### config.mk
export PLATFORM = sky130hd
export DESIGN_NAME = modbus_tcp_read_response_parser_unit
export DESIGN_NICKNAME = d
export VERILOG_FILES = /design/src/rtl/mtrp_pkg.sv /design/src/rtl/mtrp_front.sv /design/src/rtl/mtrp_queue.sv /design/src/rtl/mtrp_back.sv /design/src/rtl/modbus_tcp_read_response_parser_unit.sv
export SDC_FILE = /design/constraint.sdc
export NUM_CORES = 1
export LEC_CHECK = 0
export BUFFER_PORTS_ARGS = -buffer_cell sky130_fd_sc_hd__buf_2
export CAP_MARGIN = 0
export CORE_UTILIZATION = 50
export CTS_CLUSTER_SIZE = 16
export DETAILED_ROUTE_END_ITERATION = 16
export PLACE_DENSITY = 0.7
export SYNTH_ARGS = -nofsm -noshare
export SYNTH_HDL_FRONTEND = slang
export SYNTH_SLANG_ARGS = --single-unit
### constraint.sdc
create_clock -name clk -period 5.4 [get_ports clk]
set_input_delay 0.54 -clock clk [delete_from_list [all_inputs] [get_ports clk]]
set_output_delay 0.54 -clock clk [all_outputs]
set_load 0.02 [all_outputs]
### src/rtl/mtrp_pkg.sv
// Package: shared types and constants for the Modbus TCP read-response parser.
`timescale 1ns / 1ps

package mtrp_pkg;

  // Input action codes
  localparam logic [1:0] ACT_START = 2'd0;
  localparam logic [1:0] ACT_BYTE  = 2'd1;
  localparam logic [1:0] ACT_TICK  = 2'd2;

  // Result kinds
  localparam logic [1:0] KIND_REQ_BYTE = 2'd0;
  localparam logic [1:0] KIND_WORD     = 2'd1;
  localparam logic [1:0] KIND_STATUS   = 2'd2;

  // Final status codes
  localparam logic [2:0] ST_OK        = 3'd0;
  localparam logic [2:0] ST_BAD_LEN   = 3'd1;
  localparam logic [2:0] ST_EXCEPTION = 3'd2;
  localparam logic [2:0] ST_SHORT     = 3'd3;
  localparam logic [2:0] ST_TIMEOUT   = 3'd4;

  // Configuration register indexes
  localparam logic CFG_UNIT_ID = 1'b0;
  localparam logic CFG_TIMEOUT = 1'b1;

  localparam int CFG_DW = 16;

  // Protocol constants
  localparam logic [15:0] TRANS_ID_RESET = 16'hA100;
  localparam logic [7:0]  UNIT_ID_RESET  = 8'd1;
  localparam logic [15:0] TIMEOUT_RESET  = 16'd2500;
  localparam logic [7:0]  MB_FUNC_READ   = 8'h03;
  localparam logic [7:0]  MB_REQ_LEN     = 8'd6;
  localparam logic [7:0]  MB_PROTO_BYTE  = 8'h00;
  localparam int          BODY_MAX       = 256;
  localparam logic [2:0]  HDR_LAST       = 3'd7;

  // Request frame byte positions
  localparam logic [3:0] REQ_ID_HI   = 4'd0;
  localparam logic [3:0] REQ_ID_LO   = 4'd1;
  localparam logic [3:0] REQ_LEN_LO  = 4'd5;
  localparam logic [3:0] REQ_UNIT    = 4'd6;
  localparam logic [3:0] REQ_FUNC    = 4'd7;
  localparam logic [3:0] REQ_ADDR_HI = 4'd8;
  localparam logic [3:0] REQ_ADDR_LO = 4'd9;
  localparam logic [3:0] REQ_CNT_LO  = 4'd11;
  localparam logic [3:0] REQ_LAST    = 4'd11;

  // Command queue
  localparam int QDEPTH = 4;
  localparam int QAW    = $clog2(QDEPTH);

  typedef enum logic [1:0] {
    OP_REQ,
    OP_WORD,
    OP_STATUS,
    OP_WORD_STATUS
  } cmd_op_t;

  typedef struct packed {
    cmd_op_t     op;
    logic [15:0] trans_id;
    logic [7:0]  unit;
    logic [15:0] addr;
    logic [6:0]  cnt;
    logic [6:0]  idx;
    logic [15:0] value;
    logic [2:0]  status;
  } cmd_t;

endpackage

### src/rtl/mtrp_front.sv
// Front end: accepts items, tracks the transaction and frame parse, issues commands.
`timescale 1ns / 1ps

module mtrp_front (
  input  logic                          clk,
  input  logic                          rst,
  input  logic                          cfg_we,
  input  logic                          cfg_index,
  input  logic [mtrp_pkg::CFG_DW-1:0]   cfg_data,
  input  logic                          accept,
  input  logic [1:0]                    action,
  input  logic [15:0]                   req_addr,
  input  logic [6:0]                    req_count,
  input  logic [7:0]                    rx_byte,
  output logic                          push,
  output mtrp_pkg::cmd_t                push_cmd
);
  import mtrp_pkg::*;

  typedef enum logic [1:0] {PH_IDLE, PH_HEAD, PH_BODY} phase_t;

  phase_t      phase, phase_next;
  logic [15:0] trans_id, trans_id_next;
  logic [2:0]  header_pos, header_pos_next;
  logic [15:0] rx_trans_id, rx_trans_id_next;
  logic [15:0] frame_length, frame_length_next;
  logic [7:0]  body_pos, body_pos_next;
  logic [7:0]  body_last, body_last_next;
  logic [7:0]  high_byte, high_byte_next;
  logic [6:0]  want_count, want_count_next;
  logic [2:0]  pending_error, pending_error_next;
  logic [15:0] wait_timer, wait_timer_next;
  logic        id_match, id_match_next;
  logic [7:0]  unit_id;
  logic [15:0] timeout_ticks;

  logic        hdr_match;
  logic [2:0]  pend;
  logic        word;
  logic [6:0]  word_idx;
  logic [15:0] timer_inc;

  assign hdr_match = (rx_trans_id == trans_id);
  assign word_idx  = body_pos[7:1] - 7'd1;
  assign timer_inc = (wait_timer != 16'hFFFF) ? wait_timer + 16'd1 : wait_timer;

  always_comb begin
    phase_next         = phase;
    trans_id_next      = trans_id;
    header_pos_next    = header_pos;
    rx_trans_id_next   = rx_trans_id;
    frame_length_next  = frame_length;
    body_pos_next      = body_pos;
    body_last_next     = body_last;
    high_byte_next     = high_byte;
    want_count_next    = want_count;
    pending_error_next = pending_error;
    wait_timer_next    = wait_timer;
    id_match_next      = id_match;
    pend               = pending_error;
    word               = 1'b0;
    push               = 1'b0;
    push_cmd           = '0;
    push_cmd.op        = OP_STATUS;
    push_cmd.trans_id  = trans_id + 16'd1;
    push_cmd.unit      = unit_id;
    push_cmd.addr      = req_addr;
    push_cmd.cnt       = req_count;
    push_cmd.idx       = word_idx;
    push_cmd.value     = {high_byte, rx_byte};
    if (accept) begin
      case (action)
        ACT_START: begin
          trans_id_next      = trans_id + 16'd1;
          push               = 1'b1;
          push_cmd.op        = OP_REQ;
          phase_next         = PH_HEAD;
          header_pos_next    = '0;
          body_pos_next      = '0;
          high_byte_next     = '0;
          want_count_next    = req_count;
          pending_error_next = ST_OK;
          wait_timer_next    = '0;
        end
        ACT_BYTE: begin
          case (phase)
            PH_HEAD: begin
              case (header_pos)
                3'd0: rx_trans_id_next[15:8] = rx_byte;
                3'd1: rx_trans_id_next[7:0] = rx_byte;
                3'd4: frame_length_next[15:8] = rx_byte;
                3'd5: frame_length_next[7:0] = rx_byte;
                default: ;
              endcase
              if (header_pos == HDR_LAST) begin
                header_pos_next = '0;
                if (frame_length < 16'd2 || frame_length > 16'(BODY_MAX + 2)) begin
                  push            = 1'b1;
                  push_cmd.status = ST_BAD_LEN;
                  phase_next      = PH_IDLE;
                end else begin
                  pend               = (hdr_match && rx_byte[7]) ? ST_EXCEPTION : ST_OK;
                  pending_error_next = pend;
                  id_match_next      = hdr_match;
                  if (frame_length == 16'd2) begin
                    if (hdr_match) begin
                      push            = 1'b1;
                      push_cmd.status = (pend != ST_OK) ? pend : ST_SHORT;
                      phase_next      = PH_IDLE;
                    end
                  end else begin
                    phase_next     = PH_BODY;
                    body_pos_next  = '0;
                    body_last_next = 8'(frame_length - 16'd3);
                  end
                end
              end else begin
                header_pos_next = header_pos + 3'd1;
              end
            end
            PH_BODY: begin
              if (id_match) begin
                if (body_pos == 8'd0) begin
                  if (pend == ST_OK &&
                      (rx_byte < {want_count, 1'b0} || body_last < rx_byte))
                    pend = ST_SHORT;
                end else if (body_pos[0]) begin
                  high_byte_next = rx_byte;
                end else if (pend == ST_OK && word_idx < want_count) begin
                  word = 1'b1;
                end
              end
              pending_error_next = pend;
              if (body_pos == body_last) begin
                if (id_match) begin
                  push            = 1'b1;
                  push_cmd.op     = word ? OP_WORD_STATUS : OP_STATUS;
                  push_cmd.status = pend;
                  phase_next      = PH_IDLE;
                end else begin
                  phase_next      = PH_HEAD;
                  header_pos_next = '0;
                end
              end else begin
                body_pos_next = body_pos + 8'd1;
                if (word) begin
                  push        = 1'b1;
                  push_cmd.op = OP_WORD;
                end
              end
            end
            default: ;
          endcase
        end
        ACT_TICK: begin
          if (phase != PH_IDLE) begin
            wait_timer_next = timer_inc;
            if (timer_inc >= timeout_ticks) begin
              push            = 1'b1;
              push_cmd.status = ST_TIMEOUT;
              phase_next      = PH_IDLE;
            end
          end
        end
        default: ;
      endcase
    end
  end

  always_ff @(posedge clk) begin
    if (rst) begin
      phase         <= PH_IDLE;
      trans_id      <= TRANS_ID_RESET;
      header_pos    <= '0;
      rx_trans_id   <= '0;
      frame_length  <= '0;
      body_pos      <= '0;
      body_last     <= '0;
      high_byte     <= '0;
      want_count    <= '0;
      pending_error <= ST_OK;
      wait_timer    <= '0;
      id_match      <= 1'b0;
      unit_id       <= UNIT_ID_RESET;
      timeout_ticks <= TIMEOUT_RESET;
    end else begin
      phase         <= phase_next;
      trans_id      <= trans_id_next;
      header_pos    <= header_pos_next;
      rx_trans_id   <= rx_trans_id_next;
      frame_length  <= frame_length_next;
      body_pos      <= body_pos_next;
      body_last     <= body_last_next;
      high_byte     <= high_byte_next;
      want_count    <= want_count_next;
      pending_error <= pending_error_next;
      wait_timer    <= wait_timer_next;
      id_match      <= id_match_next;
      if (cfg_we) begin
        case (cfg_index)
          CFG_UNIT_ID: unit_id <= cfg_data[7:0];
          CFG_TIMEOUT: timeout_ticks <= cfg_data[15:0];
          default: ;
        endcase
      end
    end
  end

endmodule

### src/rtl/mtrp_queue.sv
// Command queue between the front end and the result sequencer.
`timescale 1ns / 1ps

module mtrp_queue (
  input  logic           clk,
  input  logic           rst,
  input  logic           push,
  input  mtrp_pkg::cmd_t push_cmd,
  input  logic           pop,
  output mtrp_pkg::cmd_t head,
  output logic           empty,
  output logic           full
);
  import mtrp_pkg::*;

  cmd_t           mem [QDEPTH];
  logic [QAW-1:0] wr_ptr;
  logic [QAW-1:0] rd_ptr;
  logic [QAW:0]   count;

  assign empty = (count == '0);
  assign full  = (count == (QAW+1)'(QDEPTH));
  assign head  = mem[rd_ptr];

  always_ff @(posedge clk) begin
    if (push) begin
      mem[wr_ptr] <= push_cmd;
    end
  end

  always_ff @(posedge clk) begin
    if (rst) begin
      wr_ptr <= '0;
      rd_ptr <= '0;
      count  <= '0;
    end else begin
      if (push) wr_ptr <= wr_ptr + QAW'(1);
      if (pop) rd_ptr <= rd_ptr + QAW'(1);
      case ({push, pop})
        2'b10: count <= count + (QAW+1)'(1);
        2'b01: count <= count - (QAW+1)'(1);
        default: ;
      endcase
    end
  end

`ifndef SYNTHESIS
  a_count_range: assert property (@(posedge clk) disable iff (rst)
    count <= (QAW+1)'(QDEPTH))
    else $error("queue count out of range");
  a_no_pop_empty: assert property (@(posedge clk) disable iff (rst)
    !(pop && empty))
    else $error("queue popped while empty");
  a_no_push_full: assert property (@(posedge clk) disable iff (rst)
    !(push && full))
    else $error("queue pushed while full");
`endif

endmodule

### src/rtl/mtrp_back.sv
// Result sequencer: expands queued commands into result items behind an output register.
`timescale 1ns / 1ps

module mtrp_back (
  input  logic           clk,
  input  logic           rst,
  input  mtrp_pkg::cmd_t head,
  input  logic           empty,
  output logic           pop,
  output logic           out_valid,
  input  logic           out_stall,
  output logic [1:0]     kind,
  output logic [7:0]     tx_byte,
  output logic [6:0]     reg_index,
  output logic [15:0]    reg_value,
  output logic [2:0]     status,
  output logic           last
);
  import mtrp_pkg::*;

  logic [3:0]  step;
  logic        load;
  logic        done;
  logic [1:0]  res_kind;
  logic [7:0]  res_tx;
  logic [6:0]  res_idx;
  logic [15:0] res_value;
  logic [2:0]  res_status;
  logic        res_last;

  assign load = !empty && (!out_valid || !out_stall);
  assign pop  = load && done;

  always_comb begin
    res_kind   = KIND_STATUS;
    res_tx     = '0;
    res_idx    = '0;
    res_value  = '0;
    res_status = '0;
    res_last   = 1'b1;
    done       = 1'b1;
    case (head.op)
      OP_REQ: begin
        res_kind = KIND_REQ_BYTE;
        case (step)
          REQ_ID_HI:   res_tx = head.trans_id[15:8];
          REQ_ID_LO:   res_tx = head.trans_id[7:0];
          REQ_LEN_LO:  res_tx = MB_REQ_LEN;
          REQ_UNIT:    res_tx = head.unit;
          REQ_FUNC:    res_tx = MB_FUNC_READ;
          REQ_ADDR_HI: res_tx = head.addr[15:8];
          REQ_ADDR_LO: res_tx = head.addr[7:0];
          REQ_CNT_LO:  res_tx = {1'b0, head.cnt};
          default:     res_tx = MB_PROTO_BYTE;
        endcase
        res_last = (step == REQ_LAST);
        done     = (step == REQ_LAST);
      end
      OP_WORD: begin
        res_kind  = KIND_WORD;
        res_idx   = head.idx;
        res_value = head.value;
      end
      OP_STATUS: begin
        res_status = head.status;
      end
      OP_WORD_STATUS: begin
        if (step == 4'd0) begin
          res_kind  = KIND_WORD;
          res_idx   = head.idx;
          res_value = head.value;
          res_last  = 1'b0;
          done      = 1'b0;
        end else begin
          res_status = head.status;
        end
      end
      default: ;
    endcase
  end

  always_ff @(posedge clk) begin
    if (rst) begin
      step      <= '0;
      out_valid <= 1'b0;
    end else begin
      if (load) begin
        step      <= done ? 4'd0 : step + 4'd1;
        out_valid <= 1'b1;
      end else if (!out_stall) begin
        out_valid <= 1'b0;
      end
    end
  end

  always_ff @(posedge clk) begin
    if (load) begin
      kind      <= res_kind;
      tx_byte   <= res_tx;
      reg_index <= res_idx;
      reg_value <= res_value;
      status    <= res_status;
      last      <= res_last;
    end
  end

`ifndef SYNTHESIS
  a_status_last: assert property (@(posedge clk) disable iff (rst)
    out_valid && kind == KIND_STATUS |-> last)
    else $error("status item without last");
  a_step_holds_head: assert property (@(posedge clk) disable iff (rst)
    step != 4'd0 |-> !empty)
    else $error("command left the queue mid-expansion");
  a_step_range: assert property (@(posedge clk) disable iff (rst)
    step <= REQ_LAST)
    else $error("step counter out of range");
`endif

endmodule

### src/rtl/modbus_tcp_read_response_parser_unit.sv
// Top level: Modbus TCP read-holding-registers client, request builder and response parser.
//
//  channel | signals                                          | dir
//  --------+--------------------------------------------------+-----
//  in      | in_valid, in_stall, action, req_addr, req_count, | in
//          | rx_byte                                          |
//  out     | out_valid, out_stall, kind, tx_byte, reg_index,  | out
//          | reg_value, status, last                          |
//  cfg     | cfg_we, cfg_index, cfg_data                      | in
//
// One input item per cycle while in_stall is low; the parse state is registered.
// Results leave one per cycle while out_stall is low: 12 per start item, up to 2 per byte.
// The 4-entry command queue absorbs this; in_stall rises only when it is full.
// Reset is synchronous; the block is ready the cycle after rst falls.
`timescale 1ns / 1ps

module modbus_tcp_read_response_parser_unit (
  input  logic                        clk,
  input  logic                        rst,
  input  logic                        cfg_we,
  input  logic                        cfg_index,
  input  logic [mtrp_pkg::CFG_DW-1:0] cfg_data,
  input  logic                        in_valid,
  output logic                        in_stall,
  input  logic [1:0]                  action,
  input  logic [15:0]                 req_addr,
  input  logic [6:0]                  req_count,
  input  logic [7:0]                  rx_byte,
  output logic                        out_valid,
  input  logic                        out_stall,
  output logic [1:0]                  kind,
  output logic [7:0]                  tx_byte,
  output logic [6:0]                  reg_index,
  output logic [15:0]                 reg_value,
  output logic [2:0]                  status,
  output logic                        last
);
  import mtrp_pkg::*;

  logic accept;
  logic push;
  cmd_t push_cmd;
  logic pop;
  cmd_t head;
  logic empty;
  logic full;

  assign in_stall = full;
  assign accept   = in_valid && !full;

  mtrp_front u_front (
    .clk       (clk),
    .rst       (rst),
    .cfg_we    (cfg_we),
    .cfg_index (cfg_index),
    .cfg_data  (cfg_data),
    .accept    (accept),
    .action    (action),
    .req_addr  (req_addr),
    .req_count (req_count),
    .rx_byte   (rx_byte),
    .push      (push),
    .push_cmd  (push_cmd)
  );

  mtrp_queue u_queue (
    .clk      (clk),
    .rst      (rst),
    .push     (push),
    .push_cmd (push_cmd),
    .pop      (pop),
    .head     (head),
    .empty    (empty),
    .full     (full)
  );

  mtrp_back u_back (
    .clk       (clk),
    .rst       (rst),
    .head      (head),
    .empty     (empty),
    .pop       (pop),
    .out_valid (out_valid),
    .out_stall (out_stall),
    .kind      (kind),
    .tx_byte   (tx_byte),
    .reg_index (reg_index),
    .reg_value (reg_value),
    .status    (status),
    .last      (last)
  );

endmodule

==> results.sh <==
export IMPL_status="finished, final reports clean"
export IMPL_cp_max_fo=9
export IMPL_pin_count=94
export IMPL_numClockSinks=479
export IMPL_max_freq_mhz=200
export IMPL_yosys_register_bits=479
export IMPL_hold_depth=1
export IMPL_power_switching_mw=2.44
export IMPL_initial_core_util=0.510
export IMPL_drc=0
export IMPL_synth_fp_nets=1629
export IMPL_clkLatencyLatePin_ns=0.59
export IMPL_place_area_sq_mm=0.0215
export IMPL_seq_area_frac_synth=0.635
export IMPL_leakage_nw=7.98
export IMPL_rsz0062_at_grt="false"
export IMPL_r2r_start="u_front.wait_timer[0]"
export IMPL_ff2ff_path_depth=21
export IMPL_layout_setup_ws_ns=0.389
export IMPL_r2r_end="u_queue.count[2]"
export IMPL_min_period_ns=5.01
export IMPL_dp_slack_ns=0.484
export IMPL_critPathKind="reg -> reg"
export IMPL_max_cap_viol_count=0
export IMPL_post_synth_top_count_cell="edfxtp_1"
export IMPL_hold_class="in -> reg"
export IMPL_grt_pass1_wl_um=68900
export IMPL_hpwl_um=29100
export IMPL_synth_top_flop_cell="edfxtp_1"
export IMPL_synth_largest_area_cell="edfxtp_1"
export IMPL_drt_total_wl_um=44000
export IMPL_postLayoutCellArea_sq_mm=0.0231
export IMPL_dieArea_sq_mm=0.0416
export IMPL_synth_edf_count=337
export IMPL_drt_iter0_drc=906
export IMPL_area_growth_pct=13.3
export IMPL_ant_nets=0
export IMPL_cts_root_buffer="clkbuf_16"
export IMPL_p_seq_frac=0.462
export IMPL_power_density_mw_per_mm2=402
export IMPL_timing_final_crit_share=0.928
export IMPL_combinationalPowerShare=0.170
export IMPL_worstPathRequired_ns=5.90
export IMPL_die_h_um=204
export IMPL_via_per_inst=5.62
export IMPL_crit_arrival_ns=5.51
export IMPL_netlist_top_cells_count="edfxtp_1 (337), dfxtp_1 (142), nor2_1 (133), nand2_1 (124), a21oi_1 (89)"
export IMPL_internal_power_mw=6.85
export IMPL_path_clk_slew_ns=0.06
export IMPL_critPathSlowestCell="dfxtp_1"
export IMPL_grt_pass1_vias=12200
export IMPL_cp_start_kind="flip-flop"
export IMPL_grt_max_degree=92
export IMPL_holdBufCountCts=0
export IMPL_synthTopCellsByArea="edfxtp_1 (50%), dfxtp_1 (14%), mux4_2 (8.1%)"
export IMPL_cts_tree="built"
export IMPL_hold_viol_final=0
export IMPL_netlist_area_sq_mm=0.0204
export IMPL_ir_worst_vdd_uv=208
export IMPL_cp_num_buf_inv=2
export IMPL_yosys_area_top_type_share=0.496
export IMPL_setup_violations=0
export IMPL_whs_endpoint="u_queue.mem[1][33]"
export IMPL_antenna_found_initial=2
export IMPL_min_from="req_addr[0]"
export IMPL_critPathTopFamily="simple AND/OR/NAND/NOR gates"
export IMPL_fillers=3156
export IMPL_critPathCaptureType="flip-flop"
export IMPL_ys_warn_count=0
export IMPL_r2r_setup_slack_ns=0.39
export IMPL_synthCells=1506
export IMPL_synth_cell_types=64
export IMPL_place_gp_congestion=0.882
export IMPL_firstDrtPassIters=5
export IMPL_clkPwrFrac=0.368
export IMPL_wire_per_inst_um=20.3
export IMPL_numCtsBuffers=50
export IMPL_die_w_um=204
export IMPL_syn_area_per_cell_sq_um=13.5
export IMPL_cts_repair_resize_count=0
export IMPL_crit_chain="ha_1 > nand3_1 > nor2_1 > nand3_1 > nand2_1 > nor2_1 > xnor2_1 > ha_1 > a21o_1 > a21oi_1 > a21oi_1 > a311oi_1 > nor3_1 > o31a_1 > inv_1 > ha_1 > inv_1 > fa_1 > xor2_1 > or3_1 > a21oi_1"
export IMPL_async_flop_share=0
export IMPL_postCtsSetupBuffers=0
export IMPL_via_count=12200
export IMPL_core_area_sq_mm=0.0400
export IMPL_worst_pin_slew_ns=1.09
export IMPL_std_cell_rows=73
export IMPL_grt_overflow_total=0
export IMPL_maxSlewHeadroom=0.267
export IMPL_h_tree_depth=2
export IMPL_cp_depth=21
export IMPL_cts_max_path_buffers=3
export IMPL_drive_above_1_share=0.175
export IMPL_finalPower_mw=9.29
export IMPL_grt_usage=0.218
export IMPL_fin_tns_setup_ns=0
export IMPL_max_stage_delay_ns=0.41
export IMPL_io_buffers=93
export IMPL_slew_viol_final=0
export IMPL_finClkSkew_ns=0.0168
export IMPL_p_sw_frac=0.263
export IMPL_final_nets=1721
-- state kept, by name, indices dropped and copies added (netlist names), 3 cells and up, named ones only --
name                   count
u_front.pending_error      3
u_queue.mem              300
u_front.trans_id          16
u_front.body_last          8
u_back.reg_index           7
u_front.unit_id            8
u_back.step                4
u_back.status              3
u_front.timeout_ticks     16
u_front.header_pos         3
u_front.rx_trans_id       16
u_front.body_pos           8
u_queue.count              3
u_back.tx_byte             8
u_front.wait_timer        16
u_back.reg_value          16
u_front.want_count         7
u_front.frame_length      16
u_front.high_byte          8
-- layout make-up --
| class | instances | area, sq um | area share |
|---|---|---|---|
| sequential | 479 | 13000 | 0.561 |
| multi-input combinational | 898 | 6950 | 0.301 |
| clock buffer | 70 | 1380 | 0.0596 |
| timing repair buffer | 111 | 666 | 0.0288 |
| tap | 525 | 657 | 0.0284 |
| clock inverter | 24 | 270 | 0.0117 |
| inverter | 58 | 218 | 0.00942 |
| antenna | 1 | 2.50 | 0.000108 |
-- worst reg2reg max path: stages, from the launching register on --
cell,delay (ns)
dfxtp_1,0.41
ha_1,0.20
nand3_1,0.20
nor2_1,0.36
nand3_1,0.38
nand2_1,0.27
nor2_1,0.11
xnor2_1,0.14
ha_1,0.29
a21o_1,0.19
a21oi_1,0.16
a21oi_1,0.11
a311oi_1,0.26
nor3_1,0.12
o31a_1,0.40
inv_1,0.09
ha_1,0.18
inv_1,0.07
fa_1,0.38
xor2_1,0.16
or3_1,0.30
a21oi_1,0.16
-- stage by stage --
stage                      util  hold slack (ns)  instances
after floorplan               -            0.436       1506
final                     0.578            0.165       2166
after detailed placement  0.537            0.448       2071
after global routing      0.578            0.144       2165
after global placement    0.537            0.445       2071
after CTS                 0.578            0.139       2165
-- placed cells by master, fill, tap and decap left out, drive strengths merged, types with 13 or more instances in the layout --
master / Yosys / layout
edfxtp: 337 / 337
dfxtp: 142 / 142
nor2: 133 / 133
nand2: 125 / 125
buf: 16 / 111
a21oi: 89 / 89
mux4: 73 / 73
clkbuf: 55 / 70
ha: 67 / 67
inv: 58 / 61
xnor2: 43 / 43
xor2: 39 / 39
nand3: 38 / 38
nor2b: 35 / 35
o21ai: 27 / 27
mux2i: 25 / 25
nand4: 17 / 17
and3: 15 / 15
a22oi: 15 / 15
and2: 15 / 15
a211oi: 14 / 14
clkinv: 0 / 14
nor3: 13 / 13
-- logic make-up (layout without fill, tap and decap cells) --
group,count (synthesis),in the layout,synth area share
AO/OA/AOI/OAI,220,220,0.0699
adder cells (fa/ha/maj),68,68,0.0421
buffers and inverters,129,263,0.0249
flip-flops,479,479,0.635
multiplexers,102,102,0.0951
other,0,1,0
XOR/XNOR,82,82,0.0352
AND/OR/NAND/NOR,426,426,0.0975
-- power groups by stage --
stage | Sequential [mW] | Combinational (mW) | Clock, mW
2_1_floorplan | 4.51 | 0.929 | 0
3_3_place_gp | 4.36 | 1.57 | 0
3_5_place_dp | 4.37 | 1.59 | 0
4_1_cts | 4.30 | 1.60 | 3.48
5_1_grt | 4.31 | 1.71 | 3.63
6_report | 4.29 | 1.58 | 3.42
-- worst max path at each step --
stage	start	to	slack, ns
floorplan	u_front.wait_timer[7]	u_queue.mem[0][0]	0.33
global placement	u_front.wait_timer[0]	u_queue.count[2]	0.63
detailed placement	u_front.wait_timer[0]	u_queue.count[2]	0.48
CTS	u_front.wait_timer[0]	u_queue.count[2]	0.44
global route	u_front.wait_timer[0]	u_queue.count[2]	0.03
finish	u_front.wait_timer[0]	u_queue.count[2]	0.39
-- layer usage --
layer | track usage | wire, um | vias to the layer above
met5 | 0 | 24 | -
met4 | 0.0578 | 880 | 4
met3 | 0.0438 | 2320 | 70
met2 | 0.348 | 20800 | 333
met1 | 0.304 | 20100 | 6008
li1 | - | - | 5760
No activity file was read; power rests on OpenSTA's default activity.
